$ cat config.mk
export PLATFORM = sky130hd
export DESIGN_NAME = tracker_channel_effect_sequencer
export DESIGN_NICKNAME = d
export VERILOG_FILES = /design/src/design/tces_pkg.sv /design/src/design/tces_ram.sv /design/src/design/tces_ctrl.sv /design/src/design/tces_dp.sv /design/src/design/tracker_channel_effect_sequencer.sv
export SDC_FILE = /design/constraint.sdc
export NUM_CORES = 2
export LEC_CHECK = 0
export BUFFER_PORTS_ARGS = -buffer_cell sky130_fd_sc_hd__buf_4
export CAP_MARGIN = 15
export CORE_MARGIN = 5
export CORE_UTILIZATION = 60
export DETAILED_ROUTE_END_ITERATION = 8
export HOLD_SLACK_MARGIN = 0.06
export PLACE_DENSITY = 0.79
export SETUP_SLACK_MARGIN = 0.5
export SYNTH_ARGS = -nofsm -noshare
export SYNTH_HDL_FRONTEND = slang
export SYNTH_SLANG_ARGS = --single-unit
$ cat constraint.sdc
create_clock -name clk -period 23.5 [get_ports clk]
set_input_delay 4.7 -clock clk [delete_from_list [all_inputs] [get_ports clk]]
set_output_delay 4.7 -clock clk [all_outputs]
set_load 0.01 [all_outputs]
$ cat src/design/tces_pkg.sv
`timescale 1ns / 1ps
// ---------------------------------------------------------------------------
// tces_pkg: shared types and constants
// Widths, effect codes, controller states, command and status bundles.
// ---------------------------------------------------------------------------
package tces_pkg;

  localparam int PATTERN_ROWS = 64;
  localparam int ROW_W        = $clog2(PATTERN_ROWS);
  localparam int REC_W        = 16;
  localparam int FREQ_W       = 22;
  localparam int DUTY_W       = 16;

  localparam logic [FREQ_W-1:0] FREQ_MAX  = 22'h3FFFFF;
  localparam logic [DUTY_W-1:0] DUTY_HALF = 16'd32768;
  localparam logic [DUTY_W-1:0] DUTY_MIN  = 16'd655;
  localparam logic [FREQ_W-1:0] DUTY_SPAN = 22'd32113;

  // reciprocals floor(2^32 / d)
  localparam logic [28:0] RECIP_12 = 29'd357913941;
  localparam logic [28:0] RECIP_84 = 29'd51130563;
  localparam logic [28:0] RECIP_63 = 29'd68174084;

  localparam logic [3:0] EFF_ARP   = 4'h0;
  localparam logic [3:0] EFF_UP    = 4'h1;
  localparam logic [3:0] EFF_DOWN  = 4'h2;
  localparam logic [3:0] EFF_PORTA = 4'h3;
  localparam logic [3:0] EFF_VIB   = 4'h4;
  localparam logic [3:0] EFF_PWM   = 4'hC;
  localparam logic [3:0] EFF_BREAK = 4'hD;
  localparam logic [3:0] EFF_SPEED = 4'hF;

  localparam logic [5:0] NOTE_EMPTY   = 6'd0;
  localparam logic [5:0] NOTE_RELEASE = 6'd63;

  localparam logic OP_WRITE = 1'b0;
  localparam logic OP_TICK  = 1'b1;

  typedef enum logic [3:0] {
    ST_IDLE, ST_READ, ST_BWAIT, ST_BREAD, ST_ROW, ST_SLIDE,
    ST_MUL, ST_RECIP, ST_CORR, ST_EMIT
  } state_t;

  typedef enum logic [1:0] {MD_NONE, MD_ARP, MD_VIB, MD_PWM} mode_t;

  typedef struct packed {
    logic brk;
    logic ld_rec;
    logic row_start;
    logic slide;
    logic mul;
    logic recip;
    logic corr;
    logic emit;
  } cmd_t;

  typedef struct packed {
    logic brk_hit;
    logic out_free;
  } stat_t;

  // one octave, Q14.8
  function automatic logic [FREQ_W-1:0] octave_pitch(input logic [3:0] k);
    logic [15:0] v;
    case (k)
      4'd0:    v = 16'd33488;
      4'd1:    v = 16'd35479;
      4'd2:    v = 16'd37589;
      4'd3:    v = 16'd39824;
      4'd4:    v = 16'd42192;
      4'd5:    v = 16'd44701;
      4'd6:    v = 16'd47359;
      4'd7:    v = 16'd50175;
      4'd8:    v = 16'd53159;
      4'd9:    v = 16'd56320;
      4'd10:   v = 16'd59669;
      4'd11:   v = 16'd63217;
      default: v = 16'd0;
    endcase
    return {6'd0, v};
  endfunction

  function automatic logic [FREQ_W-1:0] pitch_of(input logic [5:0] n);
    logic [5:0] k;
    logic [2:0] oct;
    k   = n - 6'd1;
    oct = 3'd0;
    for (int i = 0; i < 5; i++) begin
      if (k >= 6'd12) begin
        k   = k - 6'd12;
        oct = oct + 3'd1;
      end
    end
    return octave_pitch(k[3:0]) << oct;
  endfunction

endpackage

$ cat src/design/tces_ram.sv
`timescale 1ns / 1ps
// ---------------------------------------------------------------------------
// tces_ram: generic single-write, single-read RAM
// One write port, one read port with registered read data.
// ---------------------------------------------------------------------------
module tces_ram #(
  parameter int W     = 16,
  parameter int DEPTH = 64,
  parameter int AW    = $clog2(DEPTH)
) (
  input  logic          clk,
  input  logic          we,
  input  logic [AW-1:0] waddr,
  input  logic [W-1:0]  wdata,
  input  logic [AW-1:0] raddr,
  output logic [W-1:0]  rdata
);

  logic [W-1:0] mem [DEPTH];

  always_ff @(posedge clk) begin
    if (we) begin
      mem[waddr] <= wdata;
    end
    rdata <= mem[raddr];
  end

endmodule

$ cat src/design/tces_ctrl.sv
`timescale 1ns / 1ps
// ---------------------------------------------------------------------------
// tces_ctrl: tick sequencer
// Steps one tick request through fetch, row start, per-tick and divide steps.
// ---------------------------------------------------------------------------
module tces_ctrl
  import tces_pkg::*;
(
  input  logic  clk,
  input  logic  rst_n,
  input  logic  req_valid,
  input  logic  req_op,
  input  stat_t stat,
  output logic  req_ready,
  output cmd_t  cmd
);

  state_t state_r, state_nxt;

  always_ff @(posedge clk) begin
    if (!rst_n) begin
      state_r <= ST_IDLE;
    end else begin
      state_r <= state_nxt;
    end
  end

  always_comb begin
    state_nxt = state_r;
    cmd       = '0;
    req_ready = 1'b0;
    unique case (state_r)
      ST_IDLE: begin
        req_ready = 1'b1;
        if (req_valid && req_op == OP_TICK) begin
          state_nxt = ST_READ;
        end
      end
      ST_READ: begin
        if (stat.brk_hit) begin
          cmd.brk   = 1'b1;
          state_nxt = ST_BWAIT;
        end else begin
          cmd.ld_rec = 1'b1;
          state_nxt  = ST_ROW;
        end
      end
      ST_BWAIT: state_nxt = ST_BREAD;
      ST_BREAD: begin
        cmd.ld_rec = 1'b1;
        state_nxt  = ST_ROW;
      end
      ST_ROW: begin
        cmd.row_start = 1'b1;
        state_nxt     = ST_SLIDE;
      end
      ST_SLIDE: begin
        cmd.slide = 1'b1;
        state_nxt = ST_MUL;
      end
      ST_MUL: begin
        cmd.mul   = 1'b1;
        state_nxt = ST_RECIP;
      end
      ST_RECIP: begin
        cmd.recip = 1'b1;
        state_nxt = ST_CORR;
      end
      ST_CORR: begin
        cmd.corr  = 1'b1;
        state_nxt = ST_EMIT;
      end
      ST_EMIT: begin
        cmd.emit = 1'b1;
        if (stat.out_free) begin
          state_nxt = ST_IDLE;
        end
      end
      default: state_nxt = ST_IDLE;
    endcase
  end

endmodule

$ cat src/design/tces_dp.sv
`timescale 1ns / 1ps
// ---------------------------------------------------------------------------
// tces_dp: channel datapath
// Row state, pitch and effect state, shared multiply/reciprocal divider,
// result register.
// ---------------------------------------------------------------------------
module tces_dp
  import tces_pkg::*;
(
  input  logic              clk,
  input  logic              rst_n,
  input  cmd_t              cmd,
  input  logic [REC_W-1:0]  rd_rec,
  input  logic              out_ready,
  output stat_t             stat,
  output logic [ROW_W-1:0]  rd_row,
  output logic              out_valid,
  output logic              out_playing,
  output logic [FREQ_W-1:0] out_freq,
  output logic [DUTY_W-1:0] out_duty,
  output logic [ROW_W-1:0]  out_row
);

  logic [ROW_W-1:0]  row_r, row_nxt;
  logic [5:0]        tick_r, tick_nxt, tpr_r, tpr_nxt;
  logic [1:0]        ph_r, ph_nxt;
  logic [REC_W-1:0]  rec_r;
  logic [FREQ_W-1:0] base_r, base_nxt, tgt_r, tgt_nxt;
  logic              tgt_vld_r, tgt_vld_nxt, active_r, active_nxt;
  logic [2:0]        vsp_r, vsp_nxt, vdp_r, vdp_nxt;
  logic signed [1:0] vdir_r, vdir_nxt;
  logic signed [4:0] voff_r, voff_nxt;
  mode_t             mode_r;
  logic [27:0]       prod_r;
  logic [24:0]       qe_r;
  logic [FREQ_W-1:0] fres_r;
  logic [DUTY_W-1:0] dres_r;
  logic              ov_r;

  logic [5:0]  note, data, rdata_f;
  logic [3:0]  eff, reff;
  logic [2:0]  dx, dy;
  logic [22:0] up_sum;
  logic [13:0] step;
  logic        dn_under;
  logic [21:0] dn_diff;
  logic signed [6:0] voff_w, vdp_s;
  logic [4:0]  vabs;
  logic [6:0]  dsel;
  logic [28:0] msel;
  logic [56:0] prodm;
  logic [27:0] rem;
  logic [24:0] q;
  logic [25:0] fsum;
  logic        emit_ld;
  logic [FREQ_W-1:0] fres_c;
  logic [DUTY_W-1:0] dres_c;

  assign note    = rec_r[5:0];
  assign eff     = rec_r[9:6];
  assign data    = rec_r[15:10];
  assign dx      = data[2:0];
  assign dy      = data[5:3];
  assign reff    = rd_rec[9:6];
  assign rdata_f = rd_rec[15:10];
  assign rd_row  = row_r;

  assign stat.brk_hit  = (tick_r == 6'd0) && (reff == EFF_BREAK);
  assign stat.out_free = !ov_r || out_ready;
  assign emit_ld       = cmd.emit && stat.out_free;

  assign step     = {data, 8'd0};
  assign up_sum   = {1'b0, base_r} + {9'd0, step};
  assign dn_under = base_r < {8'd0, step};
  assign dn_diff  = base_r - {8'd0, step};

  always_comb begin
    voff_w = 7'(voff_r);
    vdp_s  = 7'(vdp_nxt);
    case (vdir_r)
      2'sb01:  voff_w = 7'(voff_r) + $signed({4'd0, vsp_nxt});
      2'sb11:  voff_w = 7'(voff_r) - $signed({4'd0, vsp_nxt});
      default: voff_w = 7'(voff_r);
    endcase
    vdp_s = $signed({4'd0, vdp_nxt});
  end

  always_comb begin
    row_nxt     = row_r;
    tick_nxt    = tick_r;
    tpr_nxt     = tpr_r;
    ph_nxt      = ph_r;
    base_nxt    = base_r;
    tgt_nxt     = tgt_r;
    tgt_vld_nxt = tgt_vld_r;
    active_nxt  = active_r;
    vsp_nxt     = vsp_r;
    vdp_nxt     = vdp_r;
    vdir_nxt    = vdir_r;
    voff_nxt    = voff_r;

    if (cmd.brk) begin
      row_nxt = rdata_f[ROW_W-1:0];
    end

    if (cmd.row_start && tick_r == 6'd0) begin
      if (eff == EFF_SPEED) begin
        tpr_nxt = data;
      end
      if (note == NOTE_RELEASE) begin
        active_nxt = 1'b0;
      end else if (note != NOTE_EMPTY) begin
        active_nxt = 1'b1;
        vsp_nxt    = 3'd0;
        vdp_nxt    = 3'd0;
        vdir_nxt   = 2'sd0;
        voff_nxt   = 5'sd0;
        if (eff == EFF_PORTA) begin
          tgt_nxt     = pitch_of(note);
          tgt_vld_nxt = 1'b1;
        end else begin
          base_nxt    = pitch_of(note);
          tgt_vld_nxt = 1'b0;
        end
      end
    end

    if (cmd.slide && active_r) begin
      if (dx != 3'd0) vsp_nxt = dx;
      if (dy != 3'd0) vdp_nxt = dy;
      case (eff)
        EFF_UP:   base_nxt = up_sum[22] ? FREQ_MAX : up_sum[21:0];
        EFF_DOWN: base_nxt = dn_under ? '0 : dn_diff;
        EFF_PORTA: begin
          if (tgt_vld_r) begin
            if (tgt_r > base_r) begin
              if (up_sum > {1'b0, tgt_r}) begin
                base_nxt    = tgt_r;
                tgt_vld_nxt = 1'b0;
              end else begin
                base_nxt = up_sum[21:0];
              end
            end else if (tgt_r < base_r) begin
              if (dn_under || dn_diff < tgt_r) begin
                base_nxt    = tgt_r;
                tgt_vld_nxt = 1'b0;
              end else begin
                base_nxt = dn_diff;
              end
            end
          end
        end
        EFF_VIB: begin
          voff_nxt = voff_w[4:0];
          if (voff_w > vdp_s) begin
            vdir_nxt = -2'sd1;
          end else if (voff_w < -vdp_s) begin
            vdir_nxt = 2'sd1;
          end else if (vdir_r == 2'sd0) begin
            vdir_nxt = 2'sd1;
          end
        end
        default: ;
      endcase
      if (eff != EFF_VIB) begin
        vsp_nxt = vsp_r;
        vdp_nxt = vdp_r;
      end
    end

    if (emit_ld) begin
      tick_nxt = tick_r + 6'd1;
      ph_nxt   = (ph_r == 2'd2) ? 2'd0 : ph_r + 2'd1;
      if (tick_nxt == 6'd0) begin
        ph_nxt = 2'd0;
      end
      if (tick_nxt >= tpr_r) begin
        tick_nxt = 6'd0;
        ph_nxt   = 2'd0;
        row_nxt  = (row_r == ROW_W'(PATTERN_ROWS - 1)) ? '0 : row_r + 1'b1;
      end
    end
  end

  // divider unit: q = floor(prod / d) via reciprocal and one correction
  assign vabs = voff_r[4] ? 5'(-voff_r) : 5'(voff_r);

  always_comb begin
    case (mode_r)
      MD_ARP:  begin dsel = 7'd12; msel = RECIP_12; end
      MD_VIB:  begin dsel = 7'd84; msel = RECIP_84; end
      default: begin dsel = 7'd63; msel = RECIP_63; end
    endcase
  end

  assign prodm = {29'd0, prod_r} * {28'd0, msel};
  assign rem   = prod_r - ({3'd0, qe_r} * {21'd0, dsel});
  assign q     = qe_r + {24'd0, (rem >= {21'd0, dsel})};
  assign fsum  = {4'd0, base_r} + {1'b0, q};

  // pitch and duty of this tick; silent ticks give zeros
  always_comb begin
    fres_c = base_r;
    dres_c = DUTY_HALF;
    case (mode_r)
      MD_ARP: fres_c = (fsum > {4'd0, FREQ_MAX}) ? FREQ_MAX : fsum[21:0];
      MD_VIB: begin
        if (voff_r[4]) begin
          fres_c = base_r - q[21:0];
        end else begin
          fres_c = (fsum > {4'd0, FREQ_MAX}) ? FREQ_MAX : fsum[21:0];
        end
      end
      MD_PWM:  dres_c = DUTY_MIN + q[15:0];
      default: ;
    endcase
    if (!active_r) begin
      fres_c = '0;
      dres_c = '0;
    end
  end

  always_ff @(posedge clk) begin
    if (!rst_n) begin
      row_r     <= '0;
      tick_r    <= '0;
      tpr_r     <= 6'd2;
      ph_r      <= '0;
      base_r    <= '0;
      tgt_r     <= '0;
      tgt_vld_r <= 1'b0;
      active_r  <= 1'b0;
      vsp_r     <= '0;
      vdp_r     <= '0;
      vdir_r    <= '0;
      voff_r    <= '0;
      ov_r      <= 1'b0;
      mode_r    <= MD_NONE;
    end else begin
      row_r     <= row_nxt;
      tick_r    <= tick_nxt;
      tpr_r     <= tpr_nxt;
      ph_r      <= ph_nxt;
      base_r    <= base_nxt;
      tgt_r     <= tgt_nxt;
      tgt_vld_r <= tgt_vld_nxt;
      active_r  <= active_nxt;
      vsp_r     <= vsp_nxt;
      vdp_r     <= vdp_nxt;
      vdir_r    <= vdir_nxt;
      voff_r    <= voff_nxt;
      ov_r      <= emit_ld ? 1'b1 : (out_ready ? 1'b0 : ov_r);
      if (cmd.mul) begin
        if (!active_r) begin
          mode_r <= MD_NONE;
        end else if (eff == EFF_ARP && data != 6'd0 && ph_r != 2'd0) begin
          mode_r <= MD_ARP;
        end else if (eff == EFF_VIB) begin
          mode_r <= MD_VIB;
        end else if (eff == EFF_PWM) begin
          mode_r <= MD_PWM;
        end else begin
          mode_r <= MD_NONE;
        end
      end
    end
  end

  always_ff @(posedge clk) begin
    if (cmd.ld_rec) begin
      rec_r <= rd_rec;
    end
    if (cmd.mul) begin
      if (eff == EFF_PWM) begin
        prod_r <= 28'({6'd0, DUTY_SPAN} * {22'd0, data});
      end else if (eff == EFF_VIB) begin
        prod_r <= 28'({6'd0, base_r} * {23'd0, vabs});
      end else begin
        prod_r <= 28'({6'd0, base_r} * {25'd0, (ph_r == 2'd1) ? dx : dy});
      end
    end
    if (cmd.recip) begin
      qe_r <= prodm[56:32];
    end
    if (cmd.corr) begin
      fres_r <= fres_c;
      dres_r <= dres_c;
    end
    if (emit_ld) begin
      out_playing <= active_r;
      out_freq    <= fres_r;
      out_duty    <= dres_r;
      out_row     <= row_r;
    end
  end

  assign out_valid = ov_r;

endmodule

$ cat src/design/tracker_channel_effect_sequencer.sv
`timescale 1ns / 1ps
// ---------------------------------------------------------------------------
// tracker_channel_effect_sequencer: one-channel tracker player
// Pattern store plus a sequenced effect datapath; one result per tick request.
// ---------------------------------------------------------------------------
// A write request (tuser 0) stores a note record in the 64-row pattern RAM and
// gives no result. A tick request (tuser 1) runs from acceptance through the
// RAM's registered read and the shared multiply / reciprocal divide unit
// (three register stages) to a loaded result; a row that carries a break on
// tick 0 takes a second RAM read first. The result loads once the result
// register is free, and the next request is taken in the cycle after the
// result loads. One request is worked on at a time; the result register lets
// the next request in while a result waits. Rows must be written before they
// play.
module tracker_channel_effect_sequencer
  import tces_pkg::*;
(
  input  logic        clk,
  input  logic        rst_n,
  input  logic        in_tvalid,
  output logic        in_tready,
  input  logic [23:0] in_tdata,   // entry_index[5:0], entry_record[21:6], zero pad
  input  logic        in_tuser,   // op
  output logic        out_tvalid,
  input  logic        out_tready,
  output logic [47:0] out_tdata   // playing[0], tone_frequency[22:1],
                                  // pwm_duty[38:23], row_played[44:39], zero pad
);

  cmd_t              cmd;
  stat_t             stat;
  logic [REC_W-1:0]  rd_rec;
  logic [ROW_W-1:0]  rd_row;
  logic              wr_en;
  logic              o_play;
  logic [FREQ_W-1:0] o_freq;
  logic [DUTY_W-1:0] o_duty;
  logic [ROW_W-1:0]  o_row;

  // writes beyond the pattern are dropped
  assign wr_en = in_tvalid && in_tready && (in_tuser == OP_WRITE)
                 && ({1'b0, in_tdata[5:0]} < 7'(PATTERN_ROWS));

  tces_ram #(.W(REC_W), .DEPTH(PATTERN_ROWS)) u_ram (
    .clk   (clk),
    .we    (wr_en),
    .waddr (in_tdata[ROW_W-1:0]),
    .wdata (in_tdata[21:6]),
    .raddr (rd_row),
    .rdata (rd_rec)
  );

  tces_ctrl u_ctrl (
    .clk       (clk),
    .rst_n     (rst_n),
    .req_valid (in_tvalid),
    .req_op    (in_tuser),
    .stat      (stat),
    .req_ready (in_tready),
    .cmd       (cmd)
  );

  tces_dp u_dp (
    .clk         (clk),
    .rst_n       (rst_n),
    .cmd         (cmd),
    .rd_rec      (rd_rec),
    .out_ready   (out_tready),
    .stat        (stat),
    .rd_row      (rd_row),
    .out_valid   (out_tvalid),
    .out_playing (o_play),
    .out_freq    (o_freq),
    .out_duty    (o_duty),
    .out_row     (o_row)
  );

  assign out_tdata = {3'd0, o_row, o_duty, o_freq, o_play};

  // a silent result carries zero pitch and duty
  a_silent: assert property (@(posedge clk) disable iff (!rst_n)
    out_tvalid && !out_tdata[0] |-> out_tdata[38:1] == 38'd0)
    else $error("silent result with nonzero pitch or duty");

  // duty never exceeds one half
  a_duty: assert property (@(posedge clk) disable iff (!rst_n)
    out_tvalid |-> out_tdata[38:23] <= DUTY_HALF)
    else $error("duty above one half");

  // an accepted request never shows a result on the next cycle
  a_latency: assert property (@(posedge clk) disable iff (!rst_n)
    in_tvalid && in_tready |=> !$rose(out_tvalid))
    else $error("result appeared too early");

endmodule
## Yosys cells after proc, flatten, opt, wreduce, memory -nomap -nowiden

Memory sizes are Yosys's and may differ from the RTL's. A register that Yosys moved wholly into a read port is not among the register bits.
Cells that the tools add are included.

- Multiply operators: 5
- Shifts and indexed selects: 2
- Order comparisons: 19
- Mux-type cells: 199
- Bitwise logic cells: 3
- Equal/unequal tests: 28
- Add/sub/neg operators: 32
- Reduce and logical (&&, ||, !) cells: 30

Operator list:

| kind | number |
|---|---|
| two-way mux 22 bit | 14 |
| two-way mux 6 bit | 44 |
| two-way mux 3 bit | 62 |
| two-way mux 16 bit | 9 |
| one-hot mux 22 bit (3 select lines) | 1 |
| one-hot mux 29 bit (2 select lines) | 1 |
| multiplier 27 x 29 -> 56 bit | 1 |
| greater-or-equal comparator 6 x 4 -> 1 bit (second input constant) | 9 |
| two-way mux 4 bit | 12 |
| less-than comparator 22 bit | 2 |
| one-hot mux 22 bit (2 select lines) | 1 |
| left shift 16 x 3 -> 22 bit | 2 |
| subtractor 6 x 4 -> 6 bit (second input constant) | 7 |
| one-hot mux 4 bit (10 select lines) | 1 |
| two-way mux 2 bit | 15 |
| two-way mux 5 bit | 6 |
| greater-or-equal comparator 28 x 7 -> 1 bit | 1 |
| multiplier 25 x 7 -> 28 bit | 1 |
| two-way mux 1 bit | 28 |
| one-hot mux 7 bit (2 select lines) | 2 |
| subtractor 27 x 28 -> 28 bit | 1 |
| multiplier 22 x 5 -> 27 bit | 1 |
| adder 22 x 25 -> 26 bit | 1 |
| greater-than comparator 26 x 22 -> 1 bit (second input constant) | 1 |
| other kinds (48) | 95 |

- Memories kept: 3
- Bits in writable memories: 1024
- Register bits after elaboration: 237
- Logic and storage cells: 348
- Memory bits (read-only): 512

Memory list:

| name | words | bits a word | rd ports | clocked after Yosys merged registers in | write ports | RTL line | source |
|---|---|---|---|---|---|---|---|
| u_ram.mem | 64 | 16 | 1 | 1 | 1 | tces_ram.sv:19 | `logic [W-1:0] mem [DEPTH];` |
| (name not given) | 16 | 16 | 1 | 0 | 0 | tces_pkg.sv:65 | `case (k)` |
| (name not given) | 16 | 16 | 1 | 0 | 0 | tces_pkg.sv:65 |  |

## Logic depth before layout (Yosys ltp)

An unclocked memory read counts as a cell.

- Depth in word-level cells: 46
- Depth in mapped cells: 53
- Depth with buffers taken out: 48

## Modules after synthesis

From an unflattened synthesis, not the netlist that was laid out.

- Cell total of the unflattened synthesis: 6594
- Area, all modules: 80886.3 µm²

By module, submodules not included:

| module | instances | sequential area each (µm²) | area an instance (µm²) | cells an instance |
|---|---|---|---|---|
| tces_dp | 1 | 6145.9 | 40630.2 | 4729 |
| tces_ram | 1 | 31069.8 | 39908.3 | 1818 |
| tces_ctrl | 1 | 80.1 | 305.3 | 41 |
| tracker_channel_effect_sequencer | 1 | 0.0 | 42.5 | 6 |

## Worst setup path after synthesis

No wires, ideal clock.

- Path kind: reg2reg
- Start point: reg u_dp.mode_r[0]
- End point: reg u_dp.fres_r[8] (data pin)
- Setup time: 180 ps
- Arrival: 10402 ps
- Buffers on the path: 6
- Data required time: 23320 ps
- Period minus slack after synthesis: 10582 ps
- Slack: 12918 ps
- Stages on the path, launching flop included: 48
- Cells stage by stage: dfxtp_1 > inv_1 > ha_1 > clkbuf_1 > clkbuf_1 > buf_1 > nand2_1 > fa_1 > inv_1 > ha_1 > inv_1 > fa_1 > inv_1 > fa_1 > inv_1 > ha_1 > a21boi_0 > o21a_1 > [... 12 more ...] > nor4_1 > nand3_1 > nor2_1 > xnor2_1 > inv_1 > ha_1 > clkbuf_1 > and2_1 > a22o_1 > a211oi_1 > o31ai_1 > a21oi_1 > nand4_1 > a21o_1 > clkbuf_1 > clkbuf_1 > o21ai_0 > a221oi_1

- Word-level cells in the longest chain between the ends: 11

Ends and longest elaborated chain:

| element | RTL line | source |
|---|---|---|
| start: declaration | tces_dp.sv:33 | `mode_t mode_r;` |
| start signal: assignment | tces_dp.sv:238 | `mode_r <= MD_NONE;` |
| start signal: assignment | tces_dp.sv:255 | `mode_r <= MD_NONE;` |
| start signal: assignment | tces_dp.sv:257 | `mode_r <= MD_ARP;` |
| == test 2 bit or == test 2 x 1 -> 1 bit (tied branches) | tces_dp.sv:189, tces_dp.sv:205 |  |
| one-hot mux 7 bit (2 select lines) | tces_dp.sv:189 | `case (mode_r)` |
| multiplier 25 x 7 -> 28 bit | tces_dp.sv:197 | `assign rem = prod_r - ({3'd0, qe_r} * {21'd0, dsel});` |
| subtractor 27 x 28 -> 28 bit | tces_dp.sv:197 |  |
| greater-or-equal comparator 28 x 7 -> 1 bit | tces_dp.sv:198 | `assign q = qe_r + {24'd0, (rem >= {21'd0, dsel})};` |
| adder 25 x 1 -> 25 bit | tces_dp.sv:198 |  |
| adder 22 x 25 -> 26 bit | tces_dp.sv:199 | `assign fsum = {4'd0, base_r} + {1'b0, q};` |
| greater-than comparator 26 x 22 -> 1 bit | tces_dp.sv:206, tces_dp.sv:211 |  |
| two-way mux 22 bit | tces_dp.sv:206, tces_dp.sv:211 |  |
| two-way mux 22 bit | tces_dp.sv:208 | `if (voff_r[4]) begin` |
| one-hot mux 22 bit (2 select lines) (*) | tces_dp.sv:205 | `case (mode_r)` |
| end signal: assignment | tces_dp.sv:286 | `fres_r <= fres_c;` |
| end: declaration | tces_dp.sv:36 | `logic [FREQ_W-1:0] fres_r;` |

Mark *: on every way between the ends. The rest lies on a longest branch, timed or not.
A chain may end at the register's enable or synchronous reset.

## Worst setup path in the final report

- Start point: reg u_dp.mode_r[0]
- End point: reg u_dp.fres_r[1] (data pin)

The elaborated chain is that of the path after synthesis.

==> metrics.md <==
| Metric | Value |
|---|---|
| Final #Nets | around 7300 |
| Row cnt | 133 |
| Placed Cells | a little under 8000 |
| Slew headroom | about 14% |
| Clock-pin slew on the worst setup and hold paths | 0.06 ns |
| Register area share after synthesis | 46.81% |
| Post-CTS setup buffers | 0 |
| CTS Hold Bufs | 0 |
| Worst-path maximum fanout | 38 |
| Worst-Margin Slew | approximately 1.3 ns |
| DRT Wirelength | 217.7 mm |
| Slowest cell on crit path | nor4_1 |
| Post-synth top area cell | edfxtp_1 |
| Non-Filler Instances | approximately 8000 |
| Hold Vio Cnt, Final | 0 |
| HPWL Detailed | 144.3 mm |
| Average size of a mapped cell | 12.85 um^2 |
| Pins Over Slew Limit | 0 |
| Register bit total from synthesis | 1276 |
| Final setup viols | 0 |
| RSZ-0062 raised after global routing | no |
| Core Region | ~130000 um^2 |
| Vias post-DR | 51960 |
| Yosys top cell area share | 44.25% |
| Ys async rst share | 0% |
| Initial antenna violation count | 11 |
| Critical Path Max Stage Delay | 0.78 ns |
| Post-synth EDFFs | between 1000 and 1500 |
| Arrival @ worst endpoint | 13.85 ns |
| Unique masters post-synth | 110 |
| Clk buf depth | 3 |
| Routed vias/inst | between 6 and 7 |
| Area contributors post-synth | edfxtp_1 (44%), fa_1 (12%), mux4_2 (9.6%) |
| Setup_tns | 0 ns |
| Post-CTS sizing | 0 |
| Detailed Route Iter0 Violations | 5746 |
| CP Data Required Time | 24.04 ns |
| Pwr/cell area | approximately 90 nW/um^2 |
| Peak VDD IR | between 0.2 and 0.3 mV |
| Die ar. | 140200 um^2 |
| Total iterations of the first detailed-routing run | 8 |
| H-tree depth | 3 |
| Vias in the first global route | 53000 |
| Total CTS buffers | 119 |
| Gr usage total | 31.02% |
| Antenna Nets Post-Route | 0 |
| Hold Crit Class | flop to flop |
| CP Launch Type | flop |
| Clock Skews | ~0.056 ns |
| Chip width | 374.4 um |
| Total number of yosys warnings | 0 |
| Clk root buf | clkbuf_16 |
| Drt wl/cell | 26.81 um |
| I/O pin count | 79 |
| Part of the cycle the worst path needs | ~57% |
| Area growth, synth to finish | 8.449% |
| Clk Latency, worst-skew pair | 0.80 ns |
| Status | finished, final reports clean |
| Leakage power | 0.03326 uW |
| Die height | 374.4 um |
| CP endpoint kind | flop |
| First-pass GRT wire length | 328.4 mm |
| Port Buffer Count | 73 |
| Critical Path Most Common Cell | inv_1 |
| CTS tree | yes |
| Share of layout cells above drive strength 1 | 12.45% |
| MaxCap Viol Count | 0 |
| Synth Cell Area | 79680 um^2 |
| Cells after synthesis | between 6000 and 7000 |
| DRC violations left | 0 |
| Clock sink total | 1276 |
| Grt total ovfl | 0 |
| Top_reg_cell synth | edfxtp_1 |
| Pin count of the biggest net entering global routing | 124 |
| Crit Path Category | flop to flop |
| Initial Utilization | 60.45% |
| F_max | 0.07513 GHz |
| Placer Congestion | 0.9620 |
| Crit path time final | 13.31 ns |
worst max-delay path, delay by kind of cell, from the launching register on:
family / cells / cell delay, ns
AOI/OAI and AO/OA: 16 / 4.81
adders and majority gates: 9 / 3.00
and+or+nand+nor: 9 / 2.38
buffers and inverters: 10 / 2.30
DFF: 1 / 0.35
xor gates and xnor gates: 1 / 0.20
per-stage QoR:
stage / total power [uW] / hold WS (ns) / worst slack, ns / cell area (um^2) / utilization [%]
detailed placement: 5785 / 0.3968 / 10.40 / 82390 / 62.51
floorplan: 4931 / 0.3855 / 12.92 / 79680 / -
global placement: 5763 / 0.3921 / 10.61 / 82390 / 62.51
global route: 8218 / 0.4230 / 9.433 / 86400 / 65.56
finish: 7847 / 0.4087 / 10.19 / 86410 / 65.56
CTS: 7779 / 0.4094 / 10.36 / 86400 / 65.56
path summary, 6_finish.rpt:
check        slack (ns)      startpoint             end  cells after the start
max reg2reg       10.19  u_dp.mode_r[0]  u_dp.fres_r[1]                     45
min                0.41  u_ram.rdata[1]   u_dp.rec_r[1]                      0
max               10.19  u_dp.mode_r[0]  u_dp.fres_r[1]                     45
min reg2reg        0.41  u_ram.rdata[1]   u_dp.rec_r[1]                      0
state kept, by name (all words and copies together), names as in the netlist, 22 cells and up:
register / count
u_dp.out_freq: 22
u_ram.mem: 1024
u_dp.qe_r: 24
u_dp.base_r: 22
u_dp.prod_r: 27
u_dp.tgt_r: 22
u_dp.fres_r: 22
synth_stat cells, drive strengths merged (7+ instances only):
cell type  number
and3           19
a221oi         23
a22oi          11
nand4          26
nor3           75
nor2b          61
o21a           38
nor2          420
o2111ai        10
a211oi         33
o311ai          9
edfxtp       1174
mux2           17
o21bai         30
o41ai           8
o211a           9
ha            530
fa            475
a2111oi         7
nor4           19
nand2b         51
inv           850
a21oi         256
xor2           53
nand3         104
or3            25
clkbuf        196
o21ai         214
o31ai          21
o22ai          22
mux4          339
or2            14
buf            59
a221o          10
mux2i          43
o211ai         25
and2           55
xnor2         152
a21o           52
a31oi          34
nand3b          8
a21boi         17
dfxtp         102
nand2         399
layout by cell type (no fill, tap or decap), drive strengths merged, types with 19 or more instances in the layout:
cell and n:
nor2 420, mux2i 43, nand3 104, a21oi 256
and2 55, ha 530, buf 193, xor2 53
fa 475, nor3 75, clkbuf 137, dfxtp 102
edfxtp 1174, xnor2 152, mux4 339, o22ai 22
or3 25, inv 852, clkinv 67, nor2b 61
o31ai 21, a211oi 33, a21o 52, o211ai 25
o21ai 214, a221oi 23, o21a 38, nand2b 51
nand4 26, o21bai 30, a31oi 34, nand2 399
and3 19, nor4 19
layout make-up:
| cell class | instances | area [um^2] |
|---|---|---|
| sequential | 1276 | 37310 |
| tap | 1755 | 2196 |
| clock inverter | 87 | 963.4 |
| fill | 9178 | 45390 |
| multi-input combinational | 3816 | 38200 |
| clock buffer | 137 | 3045 |
| antenna | 3 | 7.507 |
| timing repair buffer | 193 | 1474 |
| inverter | 854 | 3208 |
kinds of logic (layout without fill, tap and decap cells):
logic type                 count (synthesis)  count (layout)  synth area share (%)
AOI/OAI and AO/OA                        901             901                 7.356
buffers and inverters                   1109            1271                 5.305
muxes                                    399             399                 10.41
adders and majority gates               1005            1005                 20.26
other                                      1               6              0.004707
DFF                                     1276            1276                 46.81
and+or+nand+nor                         1302            1302                 7.522
xor gates and xnor gates                 206             206                 2.338
layer usage:
metal	GRT usage (%)	vias to the layer above	part of all wire, %
met4	14.09	12	5.5
met2	52.54	2983	49
met3	5.983	637	8.8
li1	-	22280	-
met5	0	-	0.031
met1	39.04	26040	36
report_power, final:
part	internal [uW]	switching, uW	total [uW]
sequential	2500	48.4	2550
clock	1090	902	2000
combinational	1160	2140	3300
(Power assumes the default switching activity.)
